--- src/sv/knps_ram.sv ---
// Generic simple dual-port RAM with registered read data.
`default_nettype none
module knps_ram #(
    parameter int WIDTH = 32,
    parameter int DEPTH = 64
) (
    input  wire logic                     i_clk,
    input  wire logic                     i_we,
    input  wire logic [$clog2(DEPTH)-1:0] i_waddr,
    input  wire logic [WIDTH-1:0]         i_wdata,
    input  wire logic [$clog2(DEPTH)-1:0] i_raddr,
    output logic      [WIDTH-1:0]         o_rdata
);

    logic [WIDTH-1:0] r_mem [DEPTH];

    always_ff @(posedge i_clk) begin
        if (i_we) begin
            r_mem[i_waddr] <= i_wdata;
        end
        o_rdata <= r_mem[i_raddr];
    end

endmodule
`default_nettype wire

--- config.mk ---
export PLATFORM = sky130hd
export DESIGN_NAME = knps_ram
export DESIGN_NICKNAME = d
export VERILOG_FILES = /design/src/sv/knps_ram.sv
export SDC_FILE = /design/constraint.sdc
export NUM_CORES = 2
export LEC_CHECK = 0
export BUFFER_PORTS_ARGS = -buffer_cell sky130_fd_sc_hd__buf_2
export CAP_MARGIN = 10
export CORE_AREA = 2 2 253 505
export CTS_CLUSTER_SIZE = 20
export DETAILED_ROUTE_END_ITERATION = 8
export DIE_AREA = 0 0 255 507
export GPL_ROUTABILITY_DRIVEN = 0
export PLACE_DENSITY_LB_ADDON = 0.2
export REMOVE_ABC_BUFFERS = 1
export SYNTH_ARGS = -nofsm -noshare
export SYNTH_HDL_FRONTEND = slang
export SYNTH_SLANG_ARGS = --single-unit
export TNS_END_PERCENT = 10
--- constraint.sdc ---
create_clock -name i_clk -period 4.6 [get_ports i_clk]
set_clock_uncertainty 0.05 [all_clocks]
set_input_delay 0.92 -clock i_clk [delete_from_list [all_inputs] [get_ports i_clk]]
set_output_delay 0.92 -clock i_clk [all_outputs]
set_load 0.005 [all_outputs]
* Yosys cells after proc, flatten, opt, wreduce, memory -nomap -nowiden
Memories as Yosys holds them, arrays and structs flattened. A register that Yosys moved wholly into a read port is not among the register bits.
Index checks and enable logic that the tools add are counted.
W data, S select, Z words.
** Operators by class
- Mux-type cells :: 2
** Operators with widths (number)
- $mux W1 :: 2
** Word-level totals
- Word-level logic and storage cells :: 3
- Bits in writable memories :: 2048
- Bits in registers :: 0
- Output and inout port bits :: 32
- Memories kept :: 1
- Bits of input ports :: 46
** Memories
- r_mem :: depth 64, width 32, read ports 1, clocked after Yosys merged registers in 1, write ports 1, RTL line 15 : logic [WIDTH-1:0] r_mem [DEPTH];

* Longest topological paths before layout
- Depth after elaboration :: 2
- Depth in mapped cells :: 10
- Gate-level depth less buffers :: 5

* Least setup slack after synthesis
No wires, ideal clock.
- Path type :: input to register
- From :: in i_waddr[3]
- To :: mem r_mem[48][0] (enable)
- Slack :: 0.470 ns
- Stages :: 4
- Library setup time :: 0.461 ns
- Required time :: 4.089 ns
- Data arrival time :: 3.619 ns
- Buffers on the path :: 1
- Cells stage by stage :: clkbuf_1 -> nor2b_1 -> nand4b_1 -> nor3_1
** RTL lines
- start, declared :: RTL line 9 : input wire logic [$clog2(DEPTH)-1:0] i_waddr,
- end, declared :: RTL line 15
No word-level cell before the write port.

==> results.toml <==
[outcome]
status = "complete, no violations"

[timing]
finalHoldViolCount = 0
rsz0062_at_grt = "false"
period_share_pct = 73.6
finalSetupTns_ps = 0
setup_viol = 0
period_minus_slack_ps = 3390
fmax_ghz = 0.295
worstMarginPinSlew_ps = 1280
maxSlewHeadroom_pct = 14.5
slew_violations = 0

[flow_run]
cap_viol_max_count = 0

[synthesis]
synth-edff-count = 2048
syn_inst = 3324
synth-async-reset-ratio_pct = 0
synth_area_leaders = "edfxtp_1, mux4_2, mux2i_1"
ys_ff_latch = 2080
synth.avg_cell_area_sq_um = 23.6
synth-seq-area-share_pct = 79.1
synthFlopType = "edfxtp_1"
yosys.area.top_type = "edfxtp_1"
yosysUniqueCellTypes = 34
netlist.area_leader.share_pct = 78.3
yosysWarnings = 0
syn-cell-area_sq_um = 78500

[grt]
grt_max_degree = 71
antenna_found_initial = 10
grt_pass1_vias = 38700
gr-usage-all-layers_pct = 32.8
grt_pass1_wl_um = 286000
grt_overflow = 0

[floorplan]
ios = 78
die_w_um = 255
num_rows = 184
core_region_area_sq_um = 125000
die_h_um = 507
start_util_pct = 62.6
fp.dieArea_sq_um = 129000

[power_and_ir_drop]
p_leak_nw = 27.3
ir_drop_uv = 421
p_sw_w = 0.00785
comb_power_share_pct = 5.5
p_int_w = 0.0292
p_sw_share_pct = 21.2
p_seq_share_pct = 57.0
power_density_nw_per_um2 = 423
pwr-share-clk_pct = 37.5

[cts]
numCtsBuffers = 166
clock-sinks = 2080
postCtsSetupRepairBufs = 0
clockRootBuffer = "clkbuf_16"
cts.clk_slew.worst_paths_ps = 60
cts-htree-levels = 4
cts_resized = 0
cts_hold_buf = 0
cts_buffer_depth = 3
cts_tree = "done"
clk_latency_ps = 810

[layout]
multi_input_area_sq_um = 16000
drive_above_1_share_pct = 29.9
ff_latch_area_sq_um = 62100
fin_nets = 3617
areaGrowthSynthToFinish_pct = 11.5
fill_cells = 7294
postLayoutCellArea_sq_um = 87500

[place]
placed_area_sq_um = 82200
dp_hpwl_um = 121000
port_buffers = 77

[critical_path]
r2r_cells = 5
cp.arrival_ps = 4050
critPathCaptureType = "flip-flop"
crit_fanout = 17
r2r-end = "o_rdata[2]"
start_kind = "input pin"
reg2reg_slack_ps = 2250
r2r_start = "r_mem[35][2]"
required_ps = 5260
criticalPathCategory = "input pin to flip-flop"

[routing]
routed_wl_um = 204000
via_count = 37500
ant_nets = 0
wl_per_cell_um = 38.0
vias_per_cell = 6.96
remaining_drc_errors = 0
initialDrtViolationCount = 4563
dr.pass1.iters = 5

[worst_hold_path]
worstHoldPathCells = 1
hp-class = "input pin to flip-flop"
min-delay-start = "i_wdata[16]"
worst_hold_path.endpoint = "r_mem[35][16]"
## cells in the mapped netlist (12+ instances only)
cell / n
clkbuf_1: 74
dfxtp_1: 32
o22ai_1: 84
nand2_1: 26
o221ai_1: 27
nor2_1: 137
mux2i_1: 93
mux4_2: 544
nor2b_1: 15
a22oi_1: 12
buf_1: 21
buf_4: 25
a21oi_1: 62
edfxtp_1: 2048
buf_2: 57
## flip-flops by register name, indices dropped and copies added (netlist names)
signal   flops
r_mem     2048
o_rdata     32
## worst max-delay path by stage
stage | endpoint | depth (start not counted) | start
floorplan | r_mem[48][0] | 3 | i_we
global placement | o_rdata[5] | 6 | i_raddr[5]
finish | o_rdata[5] | 6 | i_raddr[5]
CTS | o_rdata[5] | 6 | i_raddr[5]
detailed placement | o_rdata[5] | 6 | i_raddr[5]
global route | o_rdata[20] | 6 | i_raddr[4]
## layer usage
metal	global-route usage, %	vias up	share of wire (%)	routed length, um
met4	20.6	4	7.7	15700
met1	39.6	19900	32	65500
met2	55.3	2324	52	106000
met5	0	-	0.016	32
li1	-	14700	-	-
met3	5.43	514	8.5	17400
## area by class of cell
cell class / count / share of cell area [%]
repair buffers: 261 / 2.44
well taps: 1674 / 2.39
clock buffers: 204 / 4.93
diodes: 4 / 0.0114
clock inverters: 100 / 1.01
multi-input cells: 1062 / 18.2
flip-flops and latches: 2080 / 71.0
## through the flow
stage               setup slack, ps  total power [W]  std cells  util [%]  hold WS [ps]
finish                         1210           0.0370       5385      69.8           327
global route                   1410           0.0379       5382      69.8           308
CTS                            1340           0.0371       5373      69.6           279
detailed placement              518           0.0235       5069      65.5           764
global placement                524           0.0235       5069      65.5           741
floorplan                       622           0.0222       3142         -           613
## cell families (layout without fill, tap and decap cells)
logic type	Yosys count	count (layout)	synth area share, %
other	0	4	0
and+or+nand+nor	223	223	1.27
AOI/OAI and AO/OA	202	202	1.67
DFF	2080	2080	79.1
muxes	637	637	16.8
buffers and inverters	182	565	1.13
## power by group through the flow
| stage | Sequential, W | Combinational (W) | Clock (W) |
|---|---|---|---|
| floorplan | 0.0214 | 0.000777 | 0 |
| global placement | 0.0215 | 0.00198 | 0 |
| detailed placement | 0.0215 | 0.00202 | 0 |
| CTS | 0.0211 | 0.00203 | 0.0140 |
| global route | 0.0211 | 0.00212 | 0.0147 |
| finish | 0.0211 | 0.00204 | 0.0139 |
## worst max-delay path, stage by stage
cell      delay, ps
buf_2           550
nand2b_1       1020
o221ai_1        290
a21oi_1         830
a21oi_1         230
nor2_1          170
## cell usage in the layout, fill, tap and decap left out, drive strengths merged
master,count
clkbuf,204
a22oi,12
inv,11
clkinv,66
bufinv,13
or3,3
mux2i,93
diode,4
nor2b,15
nand4b,1
o32ai,4
or2,3
dfxtp,32
a21oi,62
nor2,137
nand4,2
buf,261
or3b,5
nor3,7
nand3,5
mux4,544
nand2,26
a31oi,1
a311oi,8
o22ai,84
nand3b,5
and3,4
clkinvlp,10
edfxtp,2048
o221ai,27
nand2b,8
and2,2
a41o,4
Note: power is estimated with default switching activity, not from simulation.
