### src/sv/knps_pkg.sv
// Shared widths and configuration register indexes for the k-nearest select block.
`default_nettype none
package knps_pkg;

    localparam int ID_W    = 32;
    localparam int POS_W   = 24;
    localparam int DIST_W  = 52;
    localparam int SQ_W    = 2 * POS_W;
    localparam int K_W     = 7;
    localparam int RANK_W  = 6;
    localparam int CFG_IDX_W = 2;
    localparam int CFG_DAT_W = 24;
    localparam int RESULT_CAP = 64;

    localparam logic [CFG_IDX_W-1:0] CFG_K_COUNT = 2'd0;
    localparam logic [CFG_IDX_W-1:0] CFG_QUERY_X = 2'd1;
    localparam logic [CFG_IDX_W-1:0] CFG_QUERY_Y = 2'd2;
    localparam logic [CFG_IDX_W-1:0] CFG_QUERY_Z = 2'd3;

endpackage
`default_nettype wire

### src/sv/knps_dist.sv
// Squared distance unit: one shared squarer stepped over the three axes.
`default_nettype none
module knps_dist
    import knps_pkg::*;
(
    input  wire logic              i_clk,
    input  wire logic              i_rst_n,
    input  wire logic              i_start,
    input  wire logic [POS_W-1:0]  i_pos_x,
    input  wire logic [POS_W-1:0]  i_pos_y,
    input  wire logic [POS_W-1:0]  i_pos_z,
    input  wire logic [POS_W-1:0]  i_query_x,
    input  wire logic [POS_W-1:0]  i_query_y,
    input  wire logic [POS_W-1:0]  i_query_z,
    output logic                   o_done,
    output logic [DIST_W-1:0]      o_dist
);

    logic              r_busy;
    logic [1:0]        r_step;
    logic [POS_W-1:0]  r_ax [3];
    logic [SQ_W-1:0]   r_prod;
    logic [DIST_W-1:0] r_acc;
    logic [POS_W-1:0]  ax_sel;
    logic [POS_W-1:0]  abs_x, abs_y, abs_z;

    function automatic logic [POS_W-1:0] abs_diff(input logic [POS_W-1:0] a,
                                                  input logic [POS_W-1:0] b);
        logic [POS_W:0] d;
        logic [POS_W:0] m;
        d = {a[POS_W-1], a} - {b[POS_W-1], b};
        m = d[POS_W] ? (~d + 1'b1) : d;
        return m[POS_W-1:0];
    endfunction

    assign abs_x = abs_diff(i_pos_x, i_query_x);
    assign abs_y = abs_diff(i_pos_y, i_query_y);
    assign abs_z = abs_diff(i_pos_z, i_query_z);

    always_comb begin
        case (r_step)
            2'd0:    ax_sel = r_ax[0];
            2'd1:    ax_sel = r_ax[1];
            default: ax_sel = r_ax[2];
        endcase
    end

    always_ff @(posedge i_clk) begin
        if (!i_rst_n) begin
            r_busy <= 1'b0;
            r_step <= 2'd0;
        end else if (i_start) begin
            r_busy <= 1'b1;
            r_step <= 2'd0;
        end else if (r_busy) begin
            r_step <= r_step + 2'd1;
            if (r_step == 2'd3) begin
                r_busy <= 1'b0;
            end
        end
    end

    // Square one axis per cycle; accumulate the previous product behind it.
    always_ff @(posedge i_clk) begin
        if (i_start) begin
            r_ax[0] <= abs_x;
            r_ax[1] <= abs_y;
            r_ax[2] <= abs_z;
        end
        if (r_busy) begin
            r_prod <= ax_sel * ax_sel;
            case (r_step)
                2'd0:    r_acc <= '0;
                2'd1:    r_acc <= DIST_W'(r_prod);
                2'd2:    r_acc <= r_acc + DIST_W'(r_prod);
                default: r_acc <= r_acc;
            endcase
        end
    end

    assign o_done = r_busy && (r_step == 2'd3);
    assign o_dist = r_acc + DIST_W'(r_prod);

endmodule
`default_nettype wire

### config.mk
export PLATFORM = sky130hd
export DESIGN_NAME = knps_dist
export DESIGN_NICKNAME = d
export VERILOG_FILES = /design/src/sv/knps_pkg.sv /design/src/sv/knps_dist.sv
export SDC_FILE = /design/constraint.sdc
export NUM_CORES = 2
export LEC_CHECK = 0
export ABC_AREA = 1
export BUFFER_PORTS_ARGS = -buffer_cell sky130_fd_sc_hd__buf_4
export CAP_MARGIN = 20
export CORE_MARGIN = 2
export CORE_UTILIZATION = 31
export DETAILED_ROUTE_END_ITERATION = 7
export PLACE_DENSITY_LB_ADDON = 0.12
export SYNTH_ARGS = -nofsm -noshare
export SYNTH_HDL_FRONTEND = slang
export SYNTH_SLANG_ARGS = --single-unit
### constraint.sdc
create_clock -name i_clk -period 17.2 [get_ports i_clk]
set_input_delay 1.72 -clock i_clk [delete_from_list [all_inputs] [get_ports i_clk]]
set_output_delay 1.72 -clock i_clk [all_outputs]
set_load 0.02 [all_outputs]
== After elaboration in Yosys (flattened, before gate mapping) ==
Memory sizes are Yosys's and may differ from the RTL's.
Cells that the tools add are included.

* Bits in registers: 103
* Latch bits: 0
* Bits in writable memories: 72
* Memory bits (read-only): 0
* Output and inout bits: 53
* Logic and storage cells: 36
* Memories: 1

* Add/sub/neg operators: 8
* Multiply operators: 1
* Divide/modulo/power cells: 0
* $lt $le $gt $ge: 0
* Equal/unequal tests: 3
* Shift-type cells: 0
* Multiplexer cells: 10
* Bitwise gates (word level): 4
* Reductions and logical operators: 5

{| class="wikitable"
|+ Memory list
! name !! words !! bits a word !! read ports !! clocked after Yosys merged registers in !! write ports !! RTL line !! text
|-
| r_ax || 3 || 24 || 3 || 0 || 3 || knps_dist.sv:21 || <nowiki>logic [POS_W-1:0] r_ax [3];</nowiki>
|}

{| class="wikitable"
|+ Operators by type and width
! kind !! count
|-
| 52-bit case mux with 3 select lines || 1
|-
| 24-bit by 24-bit subtractor with 25-bit output || 3
|-
| 24-bit by 1-bit adder with 24-bit output, second input constant || 3
|-
| 24-bit two-way mux || 3
|-
| 24-bit NOT || 3
|-
| 52-bit by 48-bit adder with 52-bit output || 1
|-
| 24-bit by 24-bit multiplier with 48-bit output || 1
|-
| 24-bit case mux with 2 select lines || 1
|-
| 1-bit two-way mux || 5
|-
| 2-bit == test, second input constant || 2
|-
| 3-bit nonzero test || 1
|-
| 2-bit by 1-bit adder with 2-bit output, second input constant || 1
|-
| 2-bit by 1-bit == test with 1-bit output, second input constant || 1
|-
| 2-bit zero test || 1
|-
| 2-bit AND reduction || 1
|-
| 2-bit OR reduction || 1
|-
| 1-bit logical AND || 1
|-
| 1-bit NOT || 1
|}

== Longest topological paths before layout ==
* Depth in word-level cells: 4
* Mapped depth: 35
* Gate-level depth less buffers: 32

== Worst setup path before layout ==
No wires, ideal clock.

* Path kind: register to register
* Start: register r_step[0]
* End: register r_prod[34] (data pin)
* Library setup time: 0.258 ns
* Arrival: 7.086 ns
* Required time: 16.942 ns
* Path slack: 9.856 ns
* Cell stages (with the launch flop): 33
* Path buffers: 3
* Period minus slack after synthesis: 7.344 ns
* Cells stage by stage: dfxtp_1 > inv_1 > ha_1 > clkbuf_1 > nor2_1 > buf_2 > a21oi_1 > inv_1 > buf_1 > nand2_1 > fa_1 > inv_1 > fa_1 > inv_1 > fa_1 > inv_1 > fa_1 > inv_1 > fa_1 > inv_1 > fa_1 > inv_1 > fa_1 > inv_1 > ha_1 > nand2_1 > o21ai_0 > a21oi_1 > nand2_1 > a21oi_1 > o21ai_0 > a21oi_1 > xnor2_1

* Cells in the longest elaborated chain, start to end: 3

{| class="wikitable"
|+ Ends and longest elaborated chain
! what !! RTL line !! text
|-
| start, declared || knps_dist.sv:20 || <nowiki>logic [1:0] r_step;</nowiki>
|-
| start signal, assigned || knps_dist.sv:56 || <nowiki>r_step <= r_step + 2'd1;</nowiki>
|-
| 2-bit by 1-bit == test with 1-bit output / 2-bit zero test (equally long branches) || knps_dist.sv:41 || <nowiki>case (r_step)</nowiki>
|-
| 24-bit case mux with 2 select lines (*) || knps_dist.sv:41 ||
|-
| 24-bit by 24-bit multiplier with 48-bit output (*) || knps_dist.sv:71 || <nowiki>r_prod <= ax_sel * ax_sel;</nowiki>
|-
| end signal, assigned || knps_dist.sv:71 ||
|-
| end, declared || knps_dist.sv:22 || <nowiki>logic [SQ_W-1:0] r_prod;</nowiki>
|}

Every way passes the cells marked *; elsewhere a longest branch is shown, timed or not.
A chain may end at the register's enable or synchronous reset.

== Final worst setup path ==
* Start: register r_step[0]
* End: register r_prod[41] (data pin)

Same word-level chain as after synthesis.

==> impl_metrics.ini <==
[status]
outcome = finished, final reports clean

[global_routing]
grt_pass1_wl_um = 156000
antenna_found_initial = 0
grt.total_usage_pct = 17.8
grt_max_degree = 75
grt_pass1_vias = 28800
grt-ovfl-total = 0

[run]
maxCapViolations = 0

[timing]
layout_min_cycle_time_ns = 9.04
rsz0062_at_grt = no
hold_violations = 0
period_share_pct = 52.6
slew_headroom_pct = 27.4
worst_slew_pin_slew_ns = 1.09
fin_tns_setup_ns = 0
setup_viol = 0
skew_ns = 0.0154
drv_slew = 0
max_freq_mhz = 111

[yosys]
ys.flop_type = edfxtp_1
synth_cell_type_count = 58
synth-edff-count = 171
syn_area_um2 = 33500
synth_top_area_share_pct = 25.5
synth_top_cell_by_area = fa_1
synthCells = 4439
syn_avg_cell_area_um2 = 7.54
async_flop_share_pct = 0
ys_seq_area_share_pct = 15.5
ys_ff_latch = 174
syn_nets = 5307
synth_area_leaders = fa_1 (25%), edfxtp_1 (15%), inv_1 (13%)
yosysWarningCount = 0

[floorplan]
die_x_um = 333
die-area_um2 = 111000
coreArea_um2 = 107000
pin_count = 200
start_util_pct = 31.3
chipHeight_um = 333
placementRows = 120

[critical_path]
worstSetupStartpoint = r_step[0]
worstReg2RegStart = r_step[0]
rr_endpoint = r_prod[41]
cp_slowest_cell = inv_1
regToRegSetupSlack_ns = 8.16
crit_required_ns = 17.43
slowest_delay_ns = 0.77
worst_setup_path_end_kind = flip-flop
cp-start-kind = flip-flop
r2r_cells = 29
crit_arrival_ns = 9.28
crit_end = r_prod[41]
path_class = flip-flop to flip-flop
cp_max_fo = 25

[finish]
final_common_cell = inv_1
final_cell_mix = inv_1 (1,120), nand2_1 (1,095), fa_1 (426)
diodes = 0
nets = 5476
drive_gt1_share_pct = 8.42
area_delta_synth_final_pct = 11.2

[detailed_routing]
detail_route.wl_per_cell_um = 16.1
dr_total_vias = 27300
wl_um = 96800
drt-pass1-iter-count = 5
drc = 0
drt-initial-drc-count = 1264
ant_nets = 0
route.detailed.vias_per_inst = 4.53

[cts]
clk_pin_slew_worst_paths_ns = 0.08
cts_resized = 0
postCtsHoldBufs = 0
cts_sinks = 174
cts_tree = yes
htree_levels = 4
cts_buffer_depth = 2
cts_buffers = 17
root_buffer = clkbuf_16
postCtsSetupRepairBufs = 0
clk_latency_ns = 0.49

[worst_hold_path]
hp-class = flip-flop to flip-flop
hold-path-cell-count = 2

[placement]
io_buffer_count = 199
hpwl_um = 83100
place.gp.congestion = 0.891
==> critical path: cells and delay by family, from the launching register on <==
| kind | cells | cell delay (ns) |
|---|---|---|
| AO/OA/AOI/OAI | 2 | 0.32 |
| XOR/XNOR | 1 | 0.15 |
| adder cells (fa/ha/maj) | 9 | 4.14 |
| buffers and inverters | 9 | 1.64 |
| flip-flops | 1 | 0.38 |
| AND/OR/NAND/NOR | 8 | 2.11 |
==> flip-flops by register name, indices dropped and copies added (netlist names) <==
name,flops
r_busy,1
r_prod,47
r_ax,72
r_step,2
r_acc,52
==> cell type report <==
cell class,instances,area [µm²]
repair buffers,224,1680
inverters,1135,4260
well taps,1403,1760
fillers,11700,69900
multi-input cells,3056,23700
flip-flops and latches,174,5200
clock buffers,17,425
clock inverters,15,214
==> synth_stat cells, drive strengths merged, types with 2 or more instances <==
master  count
a211oi      4
a21boi      3
a21o       15
a21oi     201
a22o       33
a31oi      20
and2       17
and3        3
buf        34
clkbuf     40
clkinv      3
dfxtp       3
edfxtp    171
fa        426
ha        295
inv      1132
nand2    1138
nand3     163
nand3b     28
nand4      44
nor2      316
nor3       21
nor4       12
o211ai      3
o21a       13
o21ai     112
o21bai     25
o311a       2
or2         9
xnor2      51
xor2       98
==> per-stage QoR <==
step / cell area (µm²) / util [%] / std cells / hold slack [ns] / setup slack, ns
global route: 37200 / 34.7 / 6024 / 0.559 / 7.69
floorplan: 33500 / - / 4439 / 0.472 / 9.86
detailed placement: 36600 / 34.2 / 5992 / 0.498 / 8.16
finish: 37200 / 34.7 / 6024 / 0.508 / 8.16
global placement: 36600 / 34.2 / 5992 / 0.495 / 8.18
CTS: 37200 / 34.7 / 6024 / 0.510 / 8.13
==> metal layers <==
metal / track usage [%] / wire, µm / share of wire [%] / up-vias
met5: 0 / 0 / 0 / -
met4: 4.29 / 2030 / 2.1 / 0
met3: 1.92 / 2910 / 3.0 / 88
met2: 29.9 / 44700 / 46 / 445
met1: 24.4 / 47100 / 49 / 12900
li1: - / - / - / 13900
==> logic make-up (layout without fill, tap and decap cells) <==
logic type / after synthesis / count (layout) / synth area share (%)
flip-flops: 174 / 174 / 15.5
adder cells (fa/ha/maj): 721 / 721 / 36.5
buffers and inverters: 1209 / 1391 / 13.8
XOR/XNOR: 149 / 149 / 4.10
AND/OR/NAND/NOR: 1751 / 1751 / 22.3
AO/OA/AOI/OAI: 434 / 434 / 7.70
multiplexers: 1 / 1 / 0.0337
==> worst min path at each step <==
stage,end,slack [ns],startpoint
floorplan,r_step[0],0.47,r_step[0]
global placement,r_step[0],0.49,r_step[0]
detailed placement,r_step[0],0.50,r_step[0]
CTS,r_step[0],0.51,r_step[0]
global route,r_step[0],0.56,r_step[0]
finish,r_step[0],0.51,r_step[0]
Power is left out: the tool's default activity adds up to more than one toggle a clock period on the data nets, which glitch-free logic cannot reach.
